[src/rtl/pal_pkg.sv]
// package: shared types, codes and constants for the positional array list
`timescale 1ns / 1ps

package pal_pkg;

    localparam int WORD_W       = 32;
    localparam int POS_W        = 7;
    localparam int KIND_W       = 2;
    localparam int STATUS_W     = 2;
    localparam int CAPACITY_DEF = 64;
    localparam int FAN_IN       = 8;

    localparam int S_DATA_W = 40;
    localparam int M_DATA_W = 48;

    typedef enum logic [KIND_W-1:0] {
        KIND_INSERT = 2'd0,
        KIND_REMOVE = 2'd1,
        KIND_GET    = 2'd2,
        KIND_SET    = 2'd3
    } kind_t;

    typedef enum logic [STATUS_W-1:0] {
        STATUS_DONE  = 2'd0,
        STATUS_RANGE = 2'd1,
        STATUS_FULL  = 2'd2
    } status_t;

    typedef enum logic {
        FSM_IDLE = 1'b0,
        FSM_READ = 1'b1
    } fsm_t;

    // broadcast to every cell in the row
    typedef struct packed {
        logic              insert_en;
        logic              remove_en;
        logic              set_en;
        logic [POS_W-1:0]  pos;
        logic [WORD_W-1:0] value;
    } cell_ctrl_t;

endpackage

[src/rtl/pal_cell.sv]
// one list entry: shifts up on insert, down on remove, loads on set
`timescale 1ns / 1ps

module pal_cell
    import pal_pkg::*;
#(
    parameter int INDEX = 0
) (
    input  logic              aclk,
    input  cell_ctrl_t        ctrl,
    input  logic [POS_W-1:0]  rd_pos,
    input  logic [WORD_W-1:0] left_word,
    input  logic [WORD_W-1:0] right_word,
    output logic [WORD_W-1:0] entry_word,
    output logic [WORD_W-1:0] rd_word
);

    // cells beyond what a position can address are never at or below it
    localparam bit               HIGH = INDEX >= (1 << POS_W);
    localparam logic [POS_W-1:0] IDX  = POS_W'(INDEX % (1 << POS_W));

    logic [WORD_W-1:0] entry_reg;
    logic [WORD_W-1:0] entry_next;
    logic              at_pos;
    logic              above_pos;
    logic              rd_hit;

    assign at_pos    = !HIGH && (IDX == ctrl.pos);
    assign above_pos = HIGH || (IDX > ctrl.pos);
    assign rd_hit    = !HIGH && (IDX == rd_pos);

    always_comb begin
        entry_next = entry_reg;
        if (ctrl.insert_en) begin
            if (above_pos) begin
                entry_next = left_word;
            end else if (at_pos) begin
                entry_next = ctrl.value;
            end
        end else if (ctrl.remove_en) begin
            if (above_pos || at_pos) begin
                entry_next = right_word;
            end
        end else if (ctrl.set_en && at_pos) begin
            entry_next = ctrl.value;
        end
    end

    always_ff @(posedge aclk) begin
        entry_reg <= entry_next;
    end

    assign entry_word = entry_reg;
    assign rd_word    = rd_hit ? entry_reg : '0;

endmodule

[config.mk]
export PLATFORM = sky130hd
export DESIGN_NAME = pal_cell
export DESIGN_NICKNAME = d
export VERILOG_FILES = /design/src/rtl/pal_pkg.sv /design/src/rtl/pal_cell.sv
export SDC_FILE = /design/constraint.sdc
export NUM_CORES = 1
export LEC_CHECK = 0
export BUFFER_PORTS_ARGS = -buffer_cell sky130_fd_sc_hd__buf_2
export CAP_MARGIN = 30
export CELL_PAD_IN_SITES_DETAIL_PLACEMENT = 1
export CELL_PAD_IN_SITES_GLOBAL_PLACEMENT = 1
export CORE_ASPECT_RATIO = 0.8
export CORE_MARGIN = 1
export CORE_UTILIZATION = 23
export DETAILED_ROUTE_END_ITERATION = 12
export PLACE_DENSITY = 0.74
export SYNTH_ARGS = -nofsm -noshare
export SYNTH_HDL_FRONTEND = slang
export SYNTH_SLANG_ARGS = --single-unit
[constraint.sdc]
create_clock -name aclk -period 1.7 [get_ports aclk]
set_clock_uncertainty 0.1 [all_clocks]
set_input_delay 0.17 -clock aclk [delete_from_list [all_inputs] [get_ports aclk]]
set_output_delay 0.17 -clock aclk [all_outputs]
set_load 0.05 [all_outputs]
==> metrics.txt, run 1 <==
# TYPE chip_impl_metric gauge
chip_impl_info{name="status",value="finished with violations"} 1
chip_impl_info{name="violations",value="negative setup slack"} 1
chip_impl_metric{name="post-route-drc-count",unit=""} 0
chip_impl_metric{name="final_area",unit="um^2"} 3280
chip_impl_metric{name="synth_area",unit="um^2"} 1910
chip_impl_metric{name="i_o_buffers",unit=""} 145
chip_impl_info{name="layout_commonest_cell",value="sky130_fd_sc_hd__buf_2"} 1
chip_impl_metric{name="finalNetCount",unit=""} 408
chip_impl_metric{name="vias_in_the_first_global_route",unit=""} 1875
chip_impl_metric{name="area.growth.synth_to_final",unit="%"} 72.4
chip_impl_metric{name="syn-instance-count",unit=""} 146
chip_impl_metric{name="p_per_area",unit="nW/um^2"} 522
chip_impl_metric{name="placed_cell_area",unit="um^2"} 3000
chip_impl_metric{name="clockBufferDepth",unit=""} 2
chip_impl_metric{name="cts-buffers-inserted",unit=""} 5
chip_impl_metric{name="synth_sequential_area_ratio",unit="%"} 50.4
chip_impl_metric{name="synth_top_cell_area_share",unit="%"} 50.4
chip_impl_metric{name="detailroute.via_count",unit=""} 1640
chip_impl_metric{name="critPathMaxFanout",unit=""} 18
chip_impl_metric{name="detailed_route_wire_length_per_cell",unit="um"} 13.6
chip_impl_info{name="timing_worst_setup_path_type",value="input port to output pin"} 1
chip_impl_metric{name="mappedNetlistNets",unit=""} 260
chip_impl_metric{name="worst_setup_hold_path_clk_slew",unit="ns"} 0.07
chip_impl_info{name="timing.critical_path.to",value="rd_word[28]"} 1
chip_impl_metric{name="postSynthAreaPerCell",unit="um^2"} 13.1
chip_impl_info{name="setup.worst_path.start_class",value="input port"} 1
chip_impl_metric{name="layout.filler_cells",unit=""} 888
chip_impl_info{name="setup.worst_path.end_class",value="output pin"} 1
chip_impl_metric{name="slew-limit-headroom",unit="%"} 82.7
chip_impl_metric{name="gp_congestion",unit=""} 0.647
chip_impl_metric{name="placeableCoreArea",unit="um^2"} 7980
chip_impl_metric{name="yosys_warnings",unit=""} 0
chip_impl_metric{name="largest_net_degree_at_the_start_of_global_routing",unit=""} 33
chip_impl_metric{name="totalPowerFinal",unit="mW"} 1.72
chip_impl_metric{name="slew_viol_final",unit=""} 0
chip_impl_metric{name="grt_antenna_before_repair",unit=""} 0
chip_impl_info{name="critPathLaunch",value="rd_pos[2]"} 1
chip_impl_info{name="most-common-layout-cells",value="sky130_fd_sc_hd__buf_2, sky130_fd_sc_hd__inv_1, sky130_fd_sc_hd__edfxtp_1, sky130_fd_sc_hd__buf_6"} 1
chip_impl_metric{name="setup_ws",unit="ns"} -0.0284
chip_impl_metric{name="htreeDepth",unit=""} 2
chip_impl_metric{name="number_of_flip_flops_under_the_largest_register_name",unit=""} 32
chip_impl_metric{name="floorplan.initialDensity",unit="%"} 23.9
chip_impl_metric{name="crit_arrival",unit="ns"} 1.46
chip_impl_metric{name="synth.distinct_cells",unit=""} 15
chip_impl_metric{name="postCtsSetupBuffers",unit=""} 0
chip_impl_metric{name="fmax",unit="MHz"} 579
chip_impl_metric{name="drt_first_pass_iters",unit=""} 4
chip_impl_metric{name="design.die.area",unit="um^2"} 8660
chip_impl_metric{name="die_h",unit="um"} 83.4
chip_impl_metric{name="grt-ovfl-total",unit=""} 0
chip_impl_metric{name="io_pins",unit=""} 178
chip_impl_metric{name="tightestPinTransition",unit="ns"} 0.261
chip_impl_metric{name="drt-initial-drc-count",unit=""} 27
chip_impl_metric{name="clock_sink_count",unit=""} 32
chip_impl_metric{name="antenna_left",unit=""} 0
chip_impl_metric{name="grt_pass1_wl",unit="um"} 8900
chip_impl_info{name="tritoncts",value="built"} 1
chip_impl_info{name="hold_path_class",value="input port to register"} 1
chip_impl_info{name="rsz0062_at_grt",value="yes"} 1
chip_impl_info{name="post-synth-top-area-cell",value="sky130_fd_sc_hd__edfxtp_1"} 1
chip_impl_metric{name="layout-drive-gt1-share",unit="%"} 76.5
chip_impl_metric{name="row_count",unit=""} 29
chip_impl_metric{name="die-width",unit="um"} 104
chip_impl_metric{name="vdd.ir_drop.worst",unit="uV"} 261
chip_impl_metric{name="post-route-min-period",unit="ns"} 1.73
chip_impl_metric{name="num_antenna_cells",unit=""} 0
chip_impl_metric{name="cts_hold_buffers_added",unit=""} 0
chip_impl_info{name="cts-root-buf",value="sky130_fd_sc_hd__clkbuf_8"} 1
chip_impl_metric{name="synth-seq-cells",unit=""} 32
chip_impl_metric{name="timing.critical_path.required",unit="ns"} 1.43
chip_impl_metric{name="hold_violations",unit=""} 0
chip_impl_metric{name="global_route.usage.total",unit="%"} 13.3
chip_impl_metric{name="detail_route.vias_per_cell",unit=""} 4.08
chip_impl_metric{name="min_period_over_period",unit="%"} 102
chip_impl_metric{name="dp.final_hpwl",unit="um"} 4320
chip_impl_metric{name="total_leakage_power",unit="nW"} 1.57
chip_impl_metric{name="setup_violations",unit=""} 5
chip_impl_metric{name="max_cap_viol_count",unit=""} 0
chip_impl_info{name="netlist_top_cells_area",value="sky130_fd_sc_hd__edfxtp_1, sky130_fd_sc_hd__mux2_2, sky130_fd_sc_hd__nor3_2"} 1
chip_impl_metric{name="finalWirelength",unit="um"} 5490
chip_impl_metric{name="setup_tns",unit="ns"} -0.0526
-- synthesized netlist by cell type --
master                      n
sky130_fd_sc_hd__nor2b_1    1
sky130_fd_sc_hd__buf_6      1
sky130_fd_sc_hd__or4_4      1
sky130_fd_sc_hd__buf_12     3
sky130_fd_sc_hd__mux2_2    30
sky130_fd_sc_hd__o311a_1    1
sky130_fd_sc_hd__nor4_1     1
sky130_fd_sc_hd__or3_1      1
sky130_fd_sc_hd__nor3_1     3
sky130_fd_sc_hd__nor3_2    30
sky130_fd_sc_hd__inv_1     32
sky130_fd_sc_hd__edfxtp_1  32
sky130_fd_sc_hd__mux2_1     2
sky130_fd_sc_hd__buf_2      6
sky130_fd_sc_hd__clkbuf_1   2
-- worst min-delay path by stage --
stage          slack, ns  cells past startpoint    start            end
2_1_floorplan       0.27                      1  ctrl[5]  entry_word[5]
3_3_place_gp        0.37                      2  ctrl[5]  entry_word[5]
3_5_place_dp        0.36                      2  ctrl[5]  entry_word[5]
4_1_cts             0.06                      2  ctrl[5]  entry_word[5]
5_1_grt             0.08                      2  ctrl[9]  entry_word[9]
6_report            0.08                      2  ctrl[5]  entry_word[5]
-- cell type report --
cell class / instances / area [um^2] / share of cell area (%)
Tap cell: 108 / 135 / 4.11
Timing Repair Buffer: 153 / 1060 / 32.4
Clock inverter: 1 / 5.00 / 0.152
Sequential cell: 32 / 961 / 29.3
Multi-Input combinational cell: 70 / 927 / 28.2
Clock buffer: 6 / 72.6 / 2.21
Inverter: 32 / 120 / 3.66
-- report_power, final --
| group | leakage, nW | internal [mW] | total (mW) | switching [mW] |
|---|---|---|---|---|
| combinational | 1.24 | 0.153 | 0.286 | 0.133 |
| clock | 0.0410 | 0.278 | 0.549 | 0.270 |
| sequential | 0.288 | 0.879 | 0.881 | 0.00199 |
-- repair_timing --
item                                    in CTS  in global routing
gates resized for setup                     56                  8
endpoints found under the setup margin      32                 26
pin swaps                                    0                  0
-- critical path: stages --
cell                     delay (ns)
sky130_fd_sc_hd__buf_6         0.09
sky130_fd_sc_hd__or4_4         0.58
sky130_fd_sc_hd__buf_12        0.21
sky130_fd_sc_hd__nor3_4        0.21
sky130_fd_sc_hd__buf_6         0.19
-- per-stage QoR --
step	setup slack [ns]	hold slack (ns)	utilization [%]	std cells
finish	-0.0284	0.0790	41.1	402
global route	-0.0536	0.0774	41.1	402
CTS	-0.0384	0.0626	40.8	402
detailed placement	-0.116	0.355	37.6	395
global placement	-0.108	0.367	37.6	395
floorplan	-0.0667	0.271	-	146
-- logic make-up (layout without fill, tap and decap cells) --
group	Yosys count	in the layout	share of synthesized area (%)
buf+inv	44	192	12.0
simple gates	37	37	18.1
mux	32	32	18.9
flops	32	32	50.4
compound gates	1	1	0.525
-- routing by layer --
layer | wire [um] | track usage (%)
met1 | 2030 | 14.1
met4 | 15 | 2.73
met2 | 3010 | 25.5
met5 | 0 | 0
met3 | 429 | 4.24
Note: power is estimated with default switching activity, not from simulation.
==> run 2, diff against run 1 <==
--- a/config.mk
+++ b/config.mk
@@ -5,7 +5,7 @@
 export SDC_FILE = /design/constraint.sdc
 export NUM_CORES = 1
 export LEC_CHECK = 0
-export BUFFER_PORTS_ARGS = -buffer_cell sky130_fd_sc_hd__buf_2
+export BUFFER_PORTS_ARGS = -buffer_cell sky130_fd_sc_hd__buf_4
 export CAP_MARGIN = 30
 export CELL_PAD_IN_SITES_DETAIL_PLACEMENT = 1
 export CELL_PAD_IN_SITES_GLOBAL_PLACEMENT = 1
==> metrics.txt, run 2 (synthesis results as in run 1) <==
# TYPE chip_impl_metric gauge
chip_impl_info{name="status",value="finished with violations"} 1
chip_impl_info{name="violations",value="negative setup slack"} 1
chip_impl_metric{name="power.share.sequential",unit="%"} 49.5
chip_impl_metric{name="clock_sink_count",unit=""} 32
chip_impl_metric{name="detail_route.vias_per_cell",unit=""} 4.17
chip_impl_metric{name="crit_arrival",unit="ns"} 1.47
chip_impl_metric{name="grt-ovfl-total",unit=""} 0
chip_impl_metric{name="post-route-drc-count",unit=""} 0
chip_impl_metric{name="i_o_buffers",unit=""} 145
chip_impl_metric{name="total_leakage_power",unit="nW"} 1.66
chip_impl_metric{name="antenna_left",unit=""} 0
chip_impl_metric{name="finalNetCount",unit=""} 407
chip_impl_metric{name="vias_in_the_first_global_route",unit=""} 1881
chip_impl_metric{name="grt_pass1_wl",unit="um"} 9380
chip_impl_info{name="rsz0062_at_grt",value="yes"} 1
chip_impl_metric{name="htreeDepth",unit=""} 2
chip_impl_metric{name="power.internal",unit="mW"} 1.37
chip_impl_metric{name="drt-initial-drc-count",unit=""} 17
chip_impl_metric{name="fmax",unit="MHz"} 576
chip_impl_metric{name="totalPowerFinal",unit="mW"} 1.78
chip_impl_metric{name="tightestPinTransition",unit="ns"} 0.273
chip_impl_metric{name="dp.final_hpwl",unit="um"} 4550
chip_impl_metric{name="drt_first_pass_iters",unit=""} 3
chip_impl_metric{name="layout.filler_cells",unit=""} 877
chip_impl_metric{name="combPwrFrac",unit="%"} 18.8
chip_impl_metric{name="floorplan.initialDensity",unit="%"} 23.9
chip_impl_metric{name="area.growth.synth_to_final",unit="%"} 86.3
chip_impl_metric{name="p_sw_share",unit="%"} 23.2
chip_impl_metric{name="grt_antenna_before_repair",unit=""} 0
chip_impl_metric{name="row_count",unit=""} 29
chip_impl_metric{name="setup_ws",unit="ns"} -0.0373
chip_impl_metric{name="layout-drive-gt1-share",unit="%"} 75.9
chip_impl_metric{name="die-width",unit="um"} 104
chip_impl_metric{name="critPathMaxFanout",unit=""} 22
chip_impl_metric{name="cts_hold_buffers_added",unit=""} 0
chip_impl_info{name="layout_commonest_cell",value="sky130_fd_sc_hd__buf_4"} 1
chip_impl_metric{name="setup_violations",unit=""} 22
chip_impl_metric{name="hold_violations",unit=""} 0
chip_impl_metric{name="detailed_route_wire_length_per_cell",unit="um"} 14.4
chip_impl_metric{name="largest_net_degree_at_the_start_of_global_routing",unit=""} 33
chip_impl_metric{name="min_period_over_period",unit="%"} 102
chip_impl_metric{name="number_of_flip_flops_under_the_largest_register_name",unit=""} 32
chip_impl_info{name="timing_worst_setup_path_type",value="input port to output pin"} 1
chip_impl_info{name="tritoncts",value="built"} 1
chip_impl_metric{name="finalWirelength",unit="um"} 5790
chip_impl_info{name="setup.worst_path.start_class",value="input port"} 1
chip_impl_metric{name="io_pins",unit=""} 178
chip_impl_metric{name="num_antenna_cells",unit=""} 0
chip_impl_info{name="cts-root-buf",value="sky130_fd_sc_hd__clkbuf_8"} 1
chip_impl_info{name="hold_path_class",value="input port to register"} 1
chip_impl_metric{name="p_per_area",unit="nW/um^2"} 501
chip_impl_metric{name="clockBufferDepth",unit=""} 2
chip_impl_metric{name="placed_cell_area",unit="um^2"} 3350
chip_impl_metric{name="power.net_switching",unit="uW"} 413
chip_impl_metric{name="worst_setup_hold_path_clk_slew",unit="ns"} 0.06
chip_impl_metric{name="slew_viol_final",unit=""} 0
chip_impl_metric{name="global_route.usage.total",unit="%"} 14.0
chip_impl_metric{name="die_h",unit="um"} 83.4
chip_impl_metric{name="post-route-min-period",unit="ns"} 1.74
chip_impl_metric{name="power_frac_clock",unit="%"} 31.7
chip_impl_metric{name="gp_congestion",unit=""} 0.673
chip_impl_metric{name="slew-limit-headroom",unit="%"} 81.8
chip_impl_metric{name="timing.critical_path.required",unit="ns"} 1.43
chip_impl_metric{name="final_area",unit="um^2"} 3550
chip_impl_metric{name="cts-buffers-inserted",unit=""} 5
chip_impl_info{name="setup.worst_path.end_class",value="output pin"} 1
chip_impl_metric{name="vdd.ir_drop.worst",unit="uV"} 267
chip_impl_info{name="most-common-layout-cells",value="sky130_fd_sc_hd__buf_4, sky130_fd_sc_hd__buf_6, sky130_fd_sc_hd__inv_1, sky130_fd_sc_hd__edfxtp_1"} 1
chip_impl_metric{name="design.die.area",unit="um^2"} 8660
chip_impl_metric{name="detailroute.via_count",unit=""} 1678
chip_impl_metric{name="max_cap_viol_count",unit=""} 0
chip_impl_metric{name="placeableCoreArea",unit="um^2"} 7980
==> run 2: changes by cell type in the layout (fill, tap and decap cells not counted) <==
cell | before | now
sky130_fd_sc_hd__clkinv_1 | 0 | 1
sky130_fd_sc_hd__buf_2 | 112 | 0
sky130_fd_sc_hd__clkbuf_1 | 1 | 2
sky130_fd_sc_hd__buf_6 | 32 | 33
sky130_fd_sc_hd__clkinv_2 | 1 | 0
sky130_fd_sc_hd__buf_12 | 6 | 5
sky130_fd_sc_hd__buf_4 | 3 | 114
==> run 2: power groups by stage <==
stage	Sequential [mW]	Clock (mW)	Combinational, mW
after floorplan	0.915	0	0.141
after global placement	0.898	0	0.327
after detailed placement	0.899	0	0.338
after CTS	0.881	0.608	0.341
after global routing	0.881	0.639	0.360
final	0.881	0.564	0.334
==> run 2: worst paths after layout <==
| kind | start | slack [ns] | end | cells after the start |
|---|---|---|---|---|
| setup / recovery | rd_pos[2] | -0.04 | rd_word[30] | 5 |
| hold / removal | ctrl[6] | 0.08 | entry_word[6] | 2 |
==> run 2: through the flow <==
step                hold slack [ns]  utilization, %  TNS (ns)  worst slack (ns)  std cells
floorplan                     0.271               -    -0.849           -0.0667        146
global placement              0.369            41.9    -0.979           -0.0539        394
detailed placement            0.363            41.9     -1.03           -0.0717        394
CTS                          0.0714            44.3    -0.344           -0.0356        402
global route                 0.0722            44.5     -1.15           -0.0714        402
finish                       0.0825            44.5    -0.337           -0.0373        402
==> run 2: area by class of cell <==
type | instances | area (um^2) | share of cell area, %
repair buffers | 152 | 1330 | 37.4
flip-flops and latches | 32 | 961 | 27.1
multi-input cells | 70 | 927 | 26.1
well taps | 108 | 135 | 3.81
inverters | 32 | 120 | 3.38
clock buffers | 7 | 76.3 | 2.15
clock inverters | 1 | 3.75 | 0.106
==> run 2: layer usage <==
layer  global-route usage, %  part of all wire (%)
met5                       0                     0
met4                    3.12                  0.48
met3                    4.71                   7.9
met2                    26.7                    54
met1                    15.0                    37
==> run 2: worst max-delay path, cell delays in order <==
cell                     delay, ns
sky130_fd_sc_hd__buf_4        0.11
sky130_fd_sc_hd__or4_4        0.56
sky130_fd_sc_hd__buf_12       0.22
sky130_fd_sc_hd__nor3_4       0.21
sky130_fd_sc_hd__buf_6        0.18
==> run 2: repair_timing <==
| item | 4_1_cts | 5_1_grt |
|---|---|---|
| gates resized for setup | 29 | 4 |
| buffers inserted | 0 | 0 |
| setup endpoints to repair | 32 | 32 |
==> run 3, diff against run 2 <==
==> constraint.sdc (replaced) <==
create_clock -name aclk -period 1.7 [get_ports aclk]
set_clock_uncertainty 0.1 [all_clocks]
set_input_delay 0.085 -clock aclk [delete_from_list [all_inputs] [get_ports aclk]]
set_output_delay 0.085 -clock aclk [all_outputs]
set_load 0.05 [all_outputs]
==> metrics.txt, run 3 (synthesis results as in run 1) <==
# TYPE chip_impl_metric gauge
chip_impl_metric{name="grt_antenna_before_repair",unit=""} 0
chip_impl_metric{name="timing.critical_path.required",unit="ns"} 1.63
chip_impl_metric{name="placed_cell_area",unit="um^2"} 3320
chip_impl_info{name="cp_common_cell",value="sky130_fd_sc_hd__dlygate4sd3_1"} 1
chip_impl_metric{name="cts-buffers-inserted",unit=""} 5
chip_impl_metric{name="hold_ws",unit="ns"} 0.0121
chip_impl_info{name="cts-root-buf",value="sky130_fd_sc_hd__clkbuf_8"} 1
chip_impl_info{name="tritoncts",value="built"} 1
chip_impl_metric{name="layout.core_utilization",unit="%"} 44.6
chip_impl_info{name="rsz0062_at_grt",value="no"} 1
chip_impl_metric{name="io_pins",unit=""} 178
chip_impl_metric{name="max_cap_viol_count",unit=""} 0
chip_impl_info{name="setup.worst_path.end_class",value="register"} 1
chip_impl_metric{name="min_period_over_period",unit="%"} 98.5
chip_impl_metric{name="hold-path-cell-count",unit=""} 2
chip_impl_info{name="worst_path_dominant_cell_family",value="buffers and inverters"} 1
chip_impl_metric{name="cts_hold_buffers_added",unit=""} 15
chip_impl_metric{name="vdd.ir_drop.worst",unit="uV"} 291
chip_impl_metric{name="global_route.usage.met3",unit="%"} 5.18
chip_impl_metric{name="path_buf_inv",unit=""} 3
chip_impl_metric{name="detailroute.via_count",unit=""} 1740
chip_impl_metric{name="finalWirelength",unit="um"} 6030
chip_impl_metric{name="final_area",unit="um^2"} 3560
chip_impl_metric{name="area.growth.synth_to_final",unit="%"} 86.9
chip_impl_info{name="layout_commonest_cell",value="sky130_fd_sc_hd__buf_4"} 1
chip_impl_metric{name="vias_in_the_first_global_route",unit=""} 1934
chip_impl_metric{name="htreeDepth",unit=""} 2
chip_impl_metric{name="grt_pass1_wl",unit="um"} 9730
chip_impl_metric{name="die-width",unit="um"} 104
chip_impl_info{name="holdPathEnd",value="entry_word[9]"} 1
chip_impl_metric{name="detailed_route_wire_length_per_cell",unit="um"} 14.5
chip_impl_metric{name="critPathMaxFanout",unit=""} 1
chip_impl_metric{name="drt_first_pass_iters",unit=""} 4
chip_impl_metric{name="total_leakage_power",unit="nW"} 1.70
chip_impl_info{name="timing_worst_setup_path_type",value="input port to register"} 1
chip_impl_metric{name="post-route-min-period",unit="ns"} 1.68
chip_impl_metric{name="slew-limit-headroom",unit="%"} 75.6
chip_impl_metric{name="finalNetCount",unit=""} 423
chip_impl_metric{name="num_antenna_cells",unit=""} 0
chip_impl_metric{name="i_o_buffers",unit=""} 145
chip_impl_metric{name="setup_violations",unit=""} 0
chip_impl_metric{name="slew_viol_final",unit=""} 0
chip_impl_metric{name="number_of_flip_flops_under_the_largest_register_name",unit=""} 32
chip_impl_metric{name="p_per_area",unit="nW/um^2"} 504
chip_impl_info{name="setup.worst_path.start_class",value="input port"} 1
chip_impl_metric{name="clockBufferDepth",unit=""} 2
chip_impl_metric{name="post-route-drc-count",unit=""} 0
chip_impl_metric{name="design.die.area",unit="um^2"} 8660
chip_impl_metric{name="grt-ovfl-total",unit=""} 0
chip_impl_metric{name="largest_net_degree_at_the_start_of_global_routing",unit=""} 33
chip_impl_info{name="hold_path_class",value="input port to register"} 1
chip_impl_metric{name="clock_sink_count",unit=""} 32
chip_impl_metric{name="antenna_left",unit=""} 0
chip_impl_metric{name="tightestPinTransition",unit="ns"} 0.366
chip_impl_metric{name="global_route.usage.total",unit="%"} 14.4
chip_impl_metric{name="fmax",unit="MHz"} 597
chip_impl_metric{name="row_count",unit=""} 29
chip_impl_metric{name="cts.repair.resized",unit=""} 0
chip_impl_metric{name="hold_violations",unit=""} 0
chip_impl_metric{name="crit_arrival",unit="ns"} 1.60
chip_impl_metric{name="drt-initial-drc-count",unit=""} 33
chip_impl_info{name="hold_path_startpoint",value="right_word[9]"} 1
chip_impl_metric{name="placeableCoreArea",unit="um^2"} 7980
chip_impl_metric{name="postCtsSetupBuffers",unit=""} 0
chip_impl_metric{name="detail_route.vias_per_cell",unit=""} 4.17
chip_impl_info{name="crit_slowest_cell",value="sky130_fd_sc_hd__dlygate4sd3_1"} 1
chip_impl_info{name="global_route.peak_usage_layer",value="met2"} 1
chip_impl_metric{name="gp_congestion",unit=""} 0.696
chip_impl_info{name="most-common-layout-cells",value="sky130_fd_sc_hd__buf_4, sky130_fd_sc_hd__inv_1, sky130_fd_sc_hd__edfxtp_1, sky130_fd_sc_hd__mux2_2, sky130_fd_sc_hd__nor3_4"} 1
chip_impl_metric{name="worst_setup_hold_path_clk_slew",unit="ns"} 0.07
chip_impl_metric{name="grt_use_met2",unit="%"} 26.3
chip_impl_metric{name="layout-drive-gt1-share",unit="%"} 71.8
chip_impl_metric{name="floorplan.initialDensity",unit="%"} 23.9
chip_impl_info{name="critical_path_cell_sequence",value="dlygate4sd3_1, buf_4, mux2_1, dlygate4sd3_1"} 1
chip_impl_metric{name="largest_incremental_delay_on_the_critical_path",unit="ns"} 0.56
chip_impl_metric{name="gr-usage-met1",unit="%"} 16.3
chip_impl_metric{name="die_h",unit="um"} 83.4
chip_impl_metric{name="dp.final_hpwl",unit="um"} 4700
chip_impl_info{name="status",value="finished clean"} 1
## run 3: changes by cell type in the layout (fill, tap and decap cells not counted), sizes merged
cell and delta:
clkbuf -1, dlygate4sd3 +16
## run 3: metrics by stage
stage          setup TNS (ns)  std cells  power, mW  setup slack (ns)
5_1_grt                     0        417       1.88            0.0104
3_5_place_dp                0        394       1.23             0.122
3_3_place_gp                0        394       1.22             0.134
6_report                    0        417       1.79            0.0250
2_1_floorplan          -0.646        146       1.06            -0.323
4_1_cts                     0        416       1.83            0.0744
## run 3: area by class of cell
type                       count  area [um^2]
inverter                      32          120
sequential                    32          961
timing repair buffer         168         1350
clock buffer                   6         72.6
fill                         876         4420
clock inverter                 1         5.00
multi-input combinational     70          917
tap                          108          135
## run 3: worst max path at each step
stage,start,endpoint,slack (ns),depth (start not counted)
after floorplan,rd_pos[2],rd_word[0],-0.32,3
after global placement,rd_pos[2],rd_word[16],0.13,5
after detailed placement,rd_pos[2],rd_word[12],0.12,5
after CTS,ctrl[5],entry_word[5],0.07,4
after global routing,ctrl[5],entry_word[5],0.01,4
final,ctrl[6],entry_word[6],0.02,4
## run 3: report_power, final
| group | switching [mW] | total [mW] | internal [mW] |
|---|---|---|---|
| Combinational | 0.142 | 0.367 | 0.225 |
| Sequential | 0.00238 | 0.882 | 0.879 |
| Clock | 0.268 | 0.546 | 0.278 |
| Total | 0.412 | 1.79 | 1.38 |
## run 3: layer usage
metal | vias to the layer above | wire length (um) | part of all wire, %
met5 | - | 0 | 0
met4 | 0 | 19 | 0.32
met3 | 2 | 497 | 8.2
met2 | 77 | 3210 | 53
met1 | 829 | 2300 | 38
li1 | 832 | - | -
